## src/rtl/hkrd_pkg.sv

```systemverilog
// Package for the keyboard report differ: widths, sequencer codes and the microprogram.
`default_nettype none
package hkrd_pkg;

  localparam int KEY_SLOTS_DEFAULT = 6;
  localparam int INPUT_KEY_FIELDS  = 6;
  localparam int KEY_W             = 8;
  localparam int MOD_BITS          = 8;
  localparam int IN_DATA_W         = KEY_W + INPUT_KEY_FIELDS * KEY_W;
  localparam int OUT_DATA_W        = 24;

  // Step addresses of the microprogram.
  localparam logic [2:0] STEP_IDLE    = 3'd0;
  localparam logic [2:0] STEP_PRESS   = 3'd1;
  localparam logic [2:0] STEP_RELEASE = 3'd2;
  localparam logic [2:0] STEP_MODS    = 3'd3;
  localparam logic [2:0] STEP_FLUSH   = 3'd4;
  localparam logic [2:0] STEP_COMMIT  = 3'd5;

  // Datapath operation selected by one control word.
  typedef enum logic [2:0] {
    OP_WAIT,
    OP_PRESS,
    OP_RELEASE,
    OP_MODS,
    OP_FLUSH,
    OP_COMMIT
  } op_t;

  // One control word: the operation and the step that follows it.
  typedef struct packed {
    op_t        op;
    logic [2:0] next;
  } ucode_t;

  // Read-only microprogram. Loop steps repeat until their counter reaches its limit.
  function automatic ucode_t ucode_rom(input logic [2:0] addr);
    ucode_t w;
    unique case (addr)
      STEP_IDLE:    w = '{op: OP_WAIT,    next: STEP_PRESS};
      STEP_PRESS:   w = '{op: OP_PRESS,   next: STEP_RELEASE};
      STEP_RELEASE: w = '{op: OP_RELEASE, next: STEP_MODS};
      STEP_MODS:    w = '{op: OP_MODS,    next: STEP_FLUSH};
      STEP_FLUSH:   w = '{op: OP_FLUSH,   next: STEP_COMMIT};
      STEP_COMMIT:  w = '{op: OP_COMMIT,  next: STEP_IDLE};
      default:      w = '{op: OP_WAIT,    next: STEP_IDLE};
    endcase
    return w;
  endfunction

endpackage
`default_nettype wire

```

## src/rtl/hkrd_slot_match.sv

```systemverilog
// Parallel compare of one key code against every slot of a key set.
`default_nettype none
module hkrd_slot_match
  import hkrd_pkg::*;
#(
  parameter int KEY_SLOTS = KEY_SLOTS_DEFAULT
) (
  input  wire logic [KEY_SLOTS-1:0][KEY_W-1:0] slots,
  input  wire logic [KEY_W-1:0]                code,
  output logic                                 hit
);

  // One equality compare per slot, then an OR reduction.
  logic [KEY_SLOTS-1:0] eq;

  always_comb begin
    for (int i = 0; i < KEY_SLOTS; i++) begin
      eq[i] = (slots[i] == code);
    end
  end

  assign hit = |eq;

endmodule
`default_nettype wire

```

## src/rtl/hid_keyboard_report_differ.sv

```systemverilog
// Top level: keyboard report differ with a microcoded event sequencer.
// Run: an accepted key report passes press and release scans over every slot, a scan of the
// eight modifier bits, then flush and commit, and waits while the result side stalls; each event
// leaves when the next one is found, and the final one leaves at the flush step.
// Throughput: one report per run; a new report is taken only when the sequencer is idle.
// Reports that are not key reports, or arrive while disabled, are taken while idle and start no run.
// Reset clears the enable, the kept key slots and the kept modifier byte.
`default_nettype none
module hid_keyboard_report_differ
  import hkrd_pkg::*;
#(
  parameter int KEY_SLOTS = KEY_SLOTS_DEFAULT
) (
  input  wire logic                  clk,
  input  wire logic                  rst,
  // Configuration: device_enabled.
  input  wire logic                  cfg_wr_en,
  input  wire logic                  cfg_wr_data,
  // Input report.
  input  wire logic                  s_axis_tvalid,
  output logic                       s_axis_tready,
  input  wire logic [IN_DATA_W-1:0]  s_axis_tdata,  // modifier_bits, key_slot_0 .. key_slot_5
  input  wire logic                  s_axis_tuser,  // is_key_report
  // Output events.
  output logic                       m_axis_tvalid,
  input  wire logic                  m_axis_tready,
  output logic [OUT_DATA_W-1:0]      m_axis_tdata,  // event_kind, key_code, report_modifiers
  output logic                       m_axis_tuser,  // is_modifier
  output logic                       m_axis_tlast   // last_of_run
);

  localparam int KEY_IDX_W = (KEY_SLOTS > 1) ? $clog2(KEY_SLOTS) : 1;
  localparam int CNT_W     = (KEY_IDX_W > 3) ? KEY_IDX_W : 3;
  localparam logic [CNT_W-1:0] KEY_LAST = CNT_W'(KEY_SLOTS - 1);
  localparam logic [CNT_W-1:0] MOD_LAST = CNT_W'(MOD_BITS - 1);

  // Sequencer and kept state.
  logic [2:0]                      pc;
  logic [CNT_W-1:0]                cnt;
  logic                            device_enabled;
  logic [KEY_SLOTS-1:0][KEY_W-1:0] kept_keys;
  logic [KEY_W-1:0]                prev_mods;
  logic [KEY_SLOTS-1:0][KEY_W-1:0] now_keys;
  logic [KEY_W-1:0]                now_mods;

  // Pending event, held back one step so the final one can be marked.
  logic                            pend_valid;
  logic                            pend_kind;
  logic                            pend_mod;
  logic [KEY_W-1:0]                pend_code;
  logic [KEY_W-1:0]                pend_mods;

  // Output register.
  logic                            out_kind;
  logic [KEY_W-1:0]                out_code;
  logic [KEY_W-1:0]                out_mods;

  ucode_t                          uw;
  logic                            in_xfer;
  logic                            out_free;
  logic [KEY_IDX_W-1:0]            key_idx;
  logic [KEY_W-1:0]                key_now;
  logic [KEY_W-1:0]                key_prev;
  logic                            now_in_prev;
  logic                            prev_in_now;
  logic [KEY_W-1:0]                mods_changed;
  logic                            cand_hit;
  logic                            cand_kind;
  logic                            cand_mod;
  logic [KEY_W-1:0]                cand_code;
  logic [KEY_W-1:0]                cand_mods;
  logic                            stall;
  logic                            move;
  logic [CNT_W-1:0]                cnt_limit;
  logic [(KEY_SLOTS+INPUT_KEY_FIELDS)*KEY_W-1:0] slot_wide;

  assign uw            = ucode_rom(pc);
  assign s_axis_tready = (uw.op == OP_WAIT);
  assign in_xfer       = s_axis_tvalid && s_axis_tready;
  assign out_free      = !m_axis_tvalid || m_axis_tready;

  // Slots beyond the input fields load as empty.
  assign slot_wide = {{(KEY_SLOTS*KEY_W){1'b0}}, s_axis_tdata[IN_DATA_W-1:KEY_W]};

  // Slot lookups for the current step.
  assign key_idx      = cnt[KEY_IDX_W-1:0];
  assign key_now      = now_keys[key_idx];
  assign key_prev     = kept_keys[key_idx];
  assign mods_changed = now_mods ^ prev_mods;

  hkrd_slot_match #(.KEY_SLOTS(KEY_SLOTS)) u_match_prev (
    .slots (kept_keys),
    .code  (key_now),
    .hit   (now_in_prev)
  );

  hkrd_slot_match #(.KEY_SLOTS(KEY_SLOTS)) u_match_now (
    .slots (now_keys),
    .code  (key_prev),
    .hit   (prev_in_now)
  );

  // Candidate event of the current step.
  always_comb begin
    cand_hit  = 1'b0;
    cand_kind = 1'b0;
    cand_mod  = 1'b0;
    cand_code = key_now;
    cand_mods = now_mods;
    cnt_limit = KEY_LAST;
    case (uw.op)
      OP_PRESS: begin
        cand_hit = (key_now != '0) && !now_in_prev;
      end
      OP_RELEASE: begin
        cand_hit  = (key_prev != '0) && !prev_in_now;
        cand_kind = 1'b1;
        cand_code = key_prev;
      end
      OP_MODS: begin
        cand_hit  = mods_changed[cnt[2:0]];
        cand_kind = !now_mods[cnt[2:0]];
        cand_mod  = 1'b1;
        cand_code = KEY_W'(cnt[2:0]);
        cand_mods = '0;
        cnt_limit = MOD_LAST;
      end
      default: begin
      end
    endcase
  end

  // A found event displaces the pending one, which needs a free output register.
  always_comb begin
    move  = 1'b0;
    stall = 1'b0;
    if (uw.op == OP_FLUSH) begin
      move  = pend_valid && out_free;
      stall = pend_valid && !out_free;
    end else if (cand_hit && pend_valid) begin
      move  = out_free;
      stall = !out_free;
    end
  end

  // Sequencer, kept state and event registers.
  always_ff @(posedge clk) begin
    if (rst) begin
      pc             <= STEP_IDLE;
      cnt            <= '0;
      device_enabled <= 1'b0;
      kept_keys      <= '0;
      prev_mods      <= '0;
      pend_valid     <= 1'b0;
      m_axis_tvalid  <= 1'b0;
      m_axis_tlast   <= 1'b0;
    end else begin
      if (cfg_wr_en) begin
        device_enabled <= cfg_wr_data;
      end

      // Output register: load on move, empty on transfer.
      if (move) begin
        m_axis_tvalid <= 1'b1;
        m_axis_tlast  <= (uw.op == OP_FLUSH);
        out_kind      <= pend_kind;
        m_axis_tuser  <= pend_mod;
        out_code      <= pend_code;
        out_mods      <= pend_mods;
      end else if (m_axis_tready) begin
        m_axis_tvalid <= 1'b0;
      end

      // Pending event register.
      if (!stall && cand_hit) begin
        pend_valid <= 1'b1;
        pend_kind  <= cand_kind;
        pend_mod   <= cand_mod;
        pend_code  <= cand_code;
        pend_mods  <= cand_mods;
      end else if (move) begin
        pend_valid <= 1'b0;
      end

      // Step counter and jumps.
      case (uw.op)
        OP_WAIT: begin
          if (in_xfer && device_enabled && s_axis_tuser) begin
            now_mods <= s_axis_tdata[KEY_W-1:0];
            now_keys <= slot_wide[KEY_SLOTS*KEY_W-1:0];
            cnt      <= '0;
            pc       <= uw.next;
          end
        end
        OP_PRESS, OP_RELEASE, OP_MODS: begin
          if (!stall) begin
            if (cnt == cnt_limit) begin
              cnt <= '0;
              pc  <= uw.next;
            end else begin
              cnt <= cnt + 1'b1;
            end
          end
        end
        OP_FLUSH: begin
          if (!stall) begin
            pc <= uw.next;
          end
        end
        OP_COMMIT: begin
          kept_keys <= now_keys;
          prev_mods <= now_mods;
          pc        <= uw.next;
        end
        default: begin
          pc <= STEP_IDLE;
        end
      endcase
    end
  end

  assign m_axis_tdata = {7'b0, out_mods, out_code, out_kind};

  // The pending event is always drained before the sequencer goes idle.
  a_idle_no_pending: assert property (@(posedge clk) disable iff (rst)
    s_axis_tready |-> !pend_valid)
    else $error("pending event left over while idle");

  // The commit step always returns to idle.
  a_commit_to_idle: assert property (@(posedge clk) disable iff (rst)
    (uw.op == OP_COMMIT) |=> s_axis_tready)
    else $error("commit did not return to idle");

  // The flush of a pending event produces the marked final event.
  a_flush_marks_last: assert property (@(posedge clk) disable iff (rst)
    (uw.op == OP_FLUSH && pend_valid && out_free) |=> (m_axis_tvalid && m_axis_tlast))
    else $error("final event not marked");

  // An ignored report leaves the sequencer idle.
  a_ignored_stays_idle: assert property (@(posedge clk) disable iff (rst)
    (in_xfer && !(device_enabled && s_axis_tuser)) |=> s_axis_tready)
    else $error("ignored report started a run");

  // A marked final event only comes from the flush step.
  a_last_from_flush: assert property (@(posedge clk) disable iff (rst)
    (move && uw.op != OP_FLUSH) |=> !m_axis_tlast)
    else $error("event marked final before the flush");

endmodule
`default_nettype wire
```

## config.mk

```make
export PLATFORM = sky130hd
export DESIGN_NAME = hid_keyboard_report_differ
export DESIGN_NICKNAME = d
export VERILOG_FILES = /design/src/rtl/hkrd_pkg.sv /design/src/rtl/hkrd_slot_match.sv /design/src/rtl/hid_keyboard_report_differ.sv
export SDC_FILE = /design/constraint.sdc
export NUM_CORES = 1
export LEC_CHECK = 0
export BUFFER_PORTS_ARGS = -buffer_cell sky130_fd_sc_hd__buf_2
export CAP_MARGIN = 20
export CORE_AREA = 8 8 137 114
export DETAILED_ROUTE_END_ITERATION = 12
export DIE_AREA = 0 0 145 122
export PLACE_DENSITY_LB_ADDON = 0.05
export SLEW_MARGIN = 30
export SYNTH_ARGS = -nofsm -noshare
export SYNTH_HDL_FRONTEND = slang
export SYNTH_SLANG_ARGS = --single-unit
```

## constraint.sdc

```tcl
create_clock -name clk -period 17.5 [get_ports clk]
set_clock_uncertainty 0.1 [all_clocks]
set_input_delay 3.5 -clock clk [delete_from_list [all_inputs] [get_ports clk]]
set_output_delay 3.5 -clock clk [all_outputs]
set_load 0.02 [all_outputs]
```

==> flow_metrics.tcl <==
set metrics [dict create \
    path_clk_slew_ps 60 \
    power.total_mw 1.141 \
    critical_path_peak_fanout 13 \
    wl_per_cell_um 21.01 \
    ys_types 65 \
    synth_ff_type "edfxtp_1" \
    drt_iter0_markers 937 \
    seq_power_share_pct 38.4 \
    fmax_mhz 184.2 \
    first_pass_iters 5 \
    intPower_uw 758.6 \
    ys_warn_count 0 \
    numCtsBuffers 17 \
    chipWidth_um 145 \
    grt_pass1_wl_um 34570 \
    synth.top_cell.area_share_pct 33.17 \
    clockPowerShare_pct 32.9 \
    crit_path_end_kind "output port" \
    status "complete, no violations" \
    worstSetupPathType "reg -> out" \
    drv_slew 0 \
    slowest_delay_ps 460 \
    drive_above_1_share_pct 20.78 \
    initial_core_util_pct 62.79 \
    synth-async-reset-ratio_pct 0 \
    worst_slack_ps 12070 \
    holdWs_ps 319.5 \
    grt_pass1_vias 6160 \
    fin_crit_sh_pct 31.01 \
    globalplace.congestion 0.9685 \
    netlist_top_cells_count "nand2_1, edfxtp_1, a21oi_1" \
    synth_area_leaders "edfxtp_1, dfxtp_1, nand2_1" \
    grt_use_total_pct 24.99 \
    fp-row-count 38 \
    drt_wl_total_um 22080 \
    clock_path_buffers 2 \
    route.antenna.remaining_nets 0 \
    place_ws_ps 12110 \
    crit_path_cell_trace "or2_2 -> o21ai_0 -> buf_2" \
    clkSinkCount 158 \
    grt_setup_unrepaired "false" \
    vias 6492 \
    slew_headroom_pct 41.18 \
    coreArea_um2 13270 \
    tightest_slew_ps 882.3 \
    synth_area_um2 8329 \
    root_buffer "clkbuf_16" \
    synth_edf_count 92 \
    synth_seq_cells 158 \
    drc_errors 0 \
    fin_crit_ps 5427 \
    swShare_pct 33.52 \
    cts_resized 0 \
    die-area_um2 17690 \
    n_antenna_cell 0 \
    area_delta_synth_final_pct 13.13 \
    dp_hpwl_um 15610 \
    worst_ir_drop_vdd_mv 0.08640 \
    reg2reg_slack_ps 12580 \
    synth_area_per_cell_um2 10.50 \
    crit_arrival_ps 1830 \
    cp_data_required_time_ps 13900 \
    combPwrFrac_pct 28.7 \
    overflow 0 \
    fin_setup_tns_ps 0 \
    power.switching_uw 382.5 \
    final_util_pct 71.03 \
    hold_buffers 0 \
    grt_max_degree 68 \
    yosysMostFrequentCell "nand2_1" \
    powerDensity_nw_per_um2 121.1 \
    hold_violations 0 \
    hp-class "reg -> reg" \
    critPathLaunchType "flip-flop" \
    synth_seq_area_share_pct 49.03 \
    viasPerCell 6.177 \
    syn_inst 793 \
    cts_tree "built" \
    postCtsSetupBuffers 0 \
    clock_latency_ps 430 \
    yosysTopAreaCell "edfxtp_1" \
    p_leak_nw 3.314 \
    setup_violations 0 \
    fin_nets 923 \
    max_cap_viol_count 0 \
    die_y_um 122 \
    htree_num_levels 4 \
    antenna_found_initial 0 \
    io_pins 91 \
    io_buffers 83 \
    cp_slowest_cell "dfxtp_1" \
]
## area by class of cell
class	count	area (µm²)
Sequential cell	158	4086
Tap cell	180	225.2
Timing Repair Buffer	101	550.5
Inverter	8	30.03
Clock buffer	17	425.4
Clock inverter	15	176.4
Multi-Input combinational cell	572	3929
Fill cell	961	3842
## state kept, by name, indices dropped and copies added, names as in the netlist, 8 cells and up
signal	count
now_mods	8
prev_mods	8
kept_keys	48
pend_mods	8
out_code	8
pend_code	8
now_keys	48
out_mods	8
## path summary, 6_finish.rpt
kind,from,endpoint,cells after the start
worst min-delay path,pend_mods[6],out_mods[6],0
worst max register to register,cnt[2],pend_code[2],11
worst max-delay path,pc[0],s_axis_tready,3
worst min register to register,pend_mods[6],out_mods[6],0
## placed cells by master, fill, tap and decap left out, types with 5 or more instances in the layout
| cell type | count |
|---|---|
| nand2_1 | 137 |
| edfxtp_1 | 92 |
| buf_2 | 83 |
| a21oi_1 | 73 |
| dfxtp_1 | 64 |
| xnor2_1 | 46 |
| xor2_1 | 38 |
| mux2i_1 | 32 |
| clkbuf_16 | 17 |
| buf_4 | 16 |
| mux2_1 | 15 |
| and2_1 | 15 |
| nor3_1 | 15 |
| nor2_1 | 13 |
| nor3b_1 | 13 |
| mux2_2 | 12 |
| o21ai_0 | 12 |
| nand4_1 | 12 |
| o22ai_1 | 9 |
| inv_1 | 8 |
| mux4_2 | 8 |
| nor4_1 | 8 |
| a222oi_1 | 7 |
| o21a_1 | 7 |
| o2111ai_1 | 7 |
| conb_1 | 7 |
| nor2b_1 | 6 |
| and3b_1 | 6 |
| a211o_1 | 5 |
| and3_1 | 5 |
| clkinv_4 | 5 |
## metal layers
layer	wire length [µm]	global-route usage, %	up-vias
met4	389	7.475	0
met3	2172	5.708	34
met2	9715	38.17	338
met5	0	0	-
li1	-	-	2983
met1	9799	34.98	3137
## worst max-delay path, delay by kind of cell (launching register included)
kind,cells,cell delay (ps)
buffers and inverters,1,240
AO/OA/AOI/OAI,1,310
AND/OR/NAND/NOR,1,380
flip-flops,1,460
## through the flow
step                area (µm²)  std cells
floorplan                 8352        799
global placement          8796       1017
detailed placement        8813       1018
CTS                       9415       1050
global route              9423       1051
finish                    9423       1051
## power groups by stage
stage	sequential [mW]	clock [mW]	combinational [mW]
global route	0.440	0.393	0.347
detailed placement	0.445	0	0.316
CTS	0.437	0.378	0.319
finish	0.438	0.375	0.328
floorplan	0.436	0	0.253
global placement	0.444	0	0.313
## cells by family after synthesis
group | after synthesis | share of synthesized area, %
and+or+nand+nor | 264 | 15.80
other | 1 | 0.04502
xor gates and xnor gates | 84 | 8.833
AOI/OAI and AO/OA | 148 | 11.90
muxes | 67 | 9.659
buffers and inverters | 69 | 4.431
adders and majority gates | 2 | 0.3004
DFF | 158 | 49.03
(Power assumes the default switching activity.)
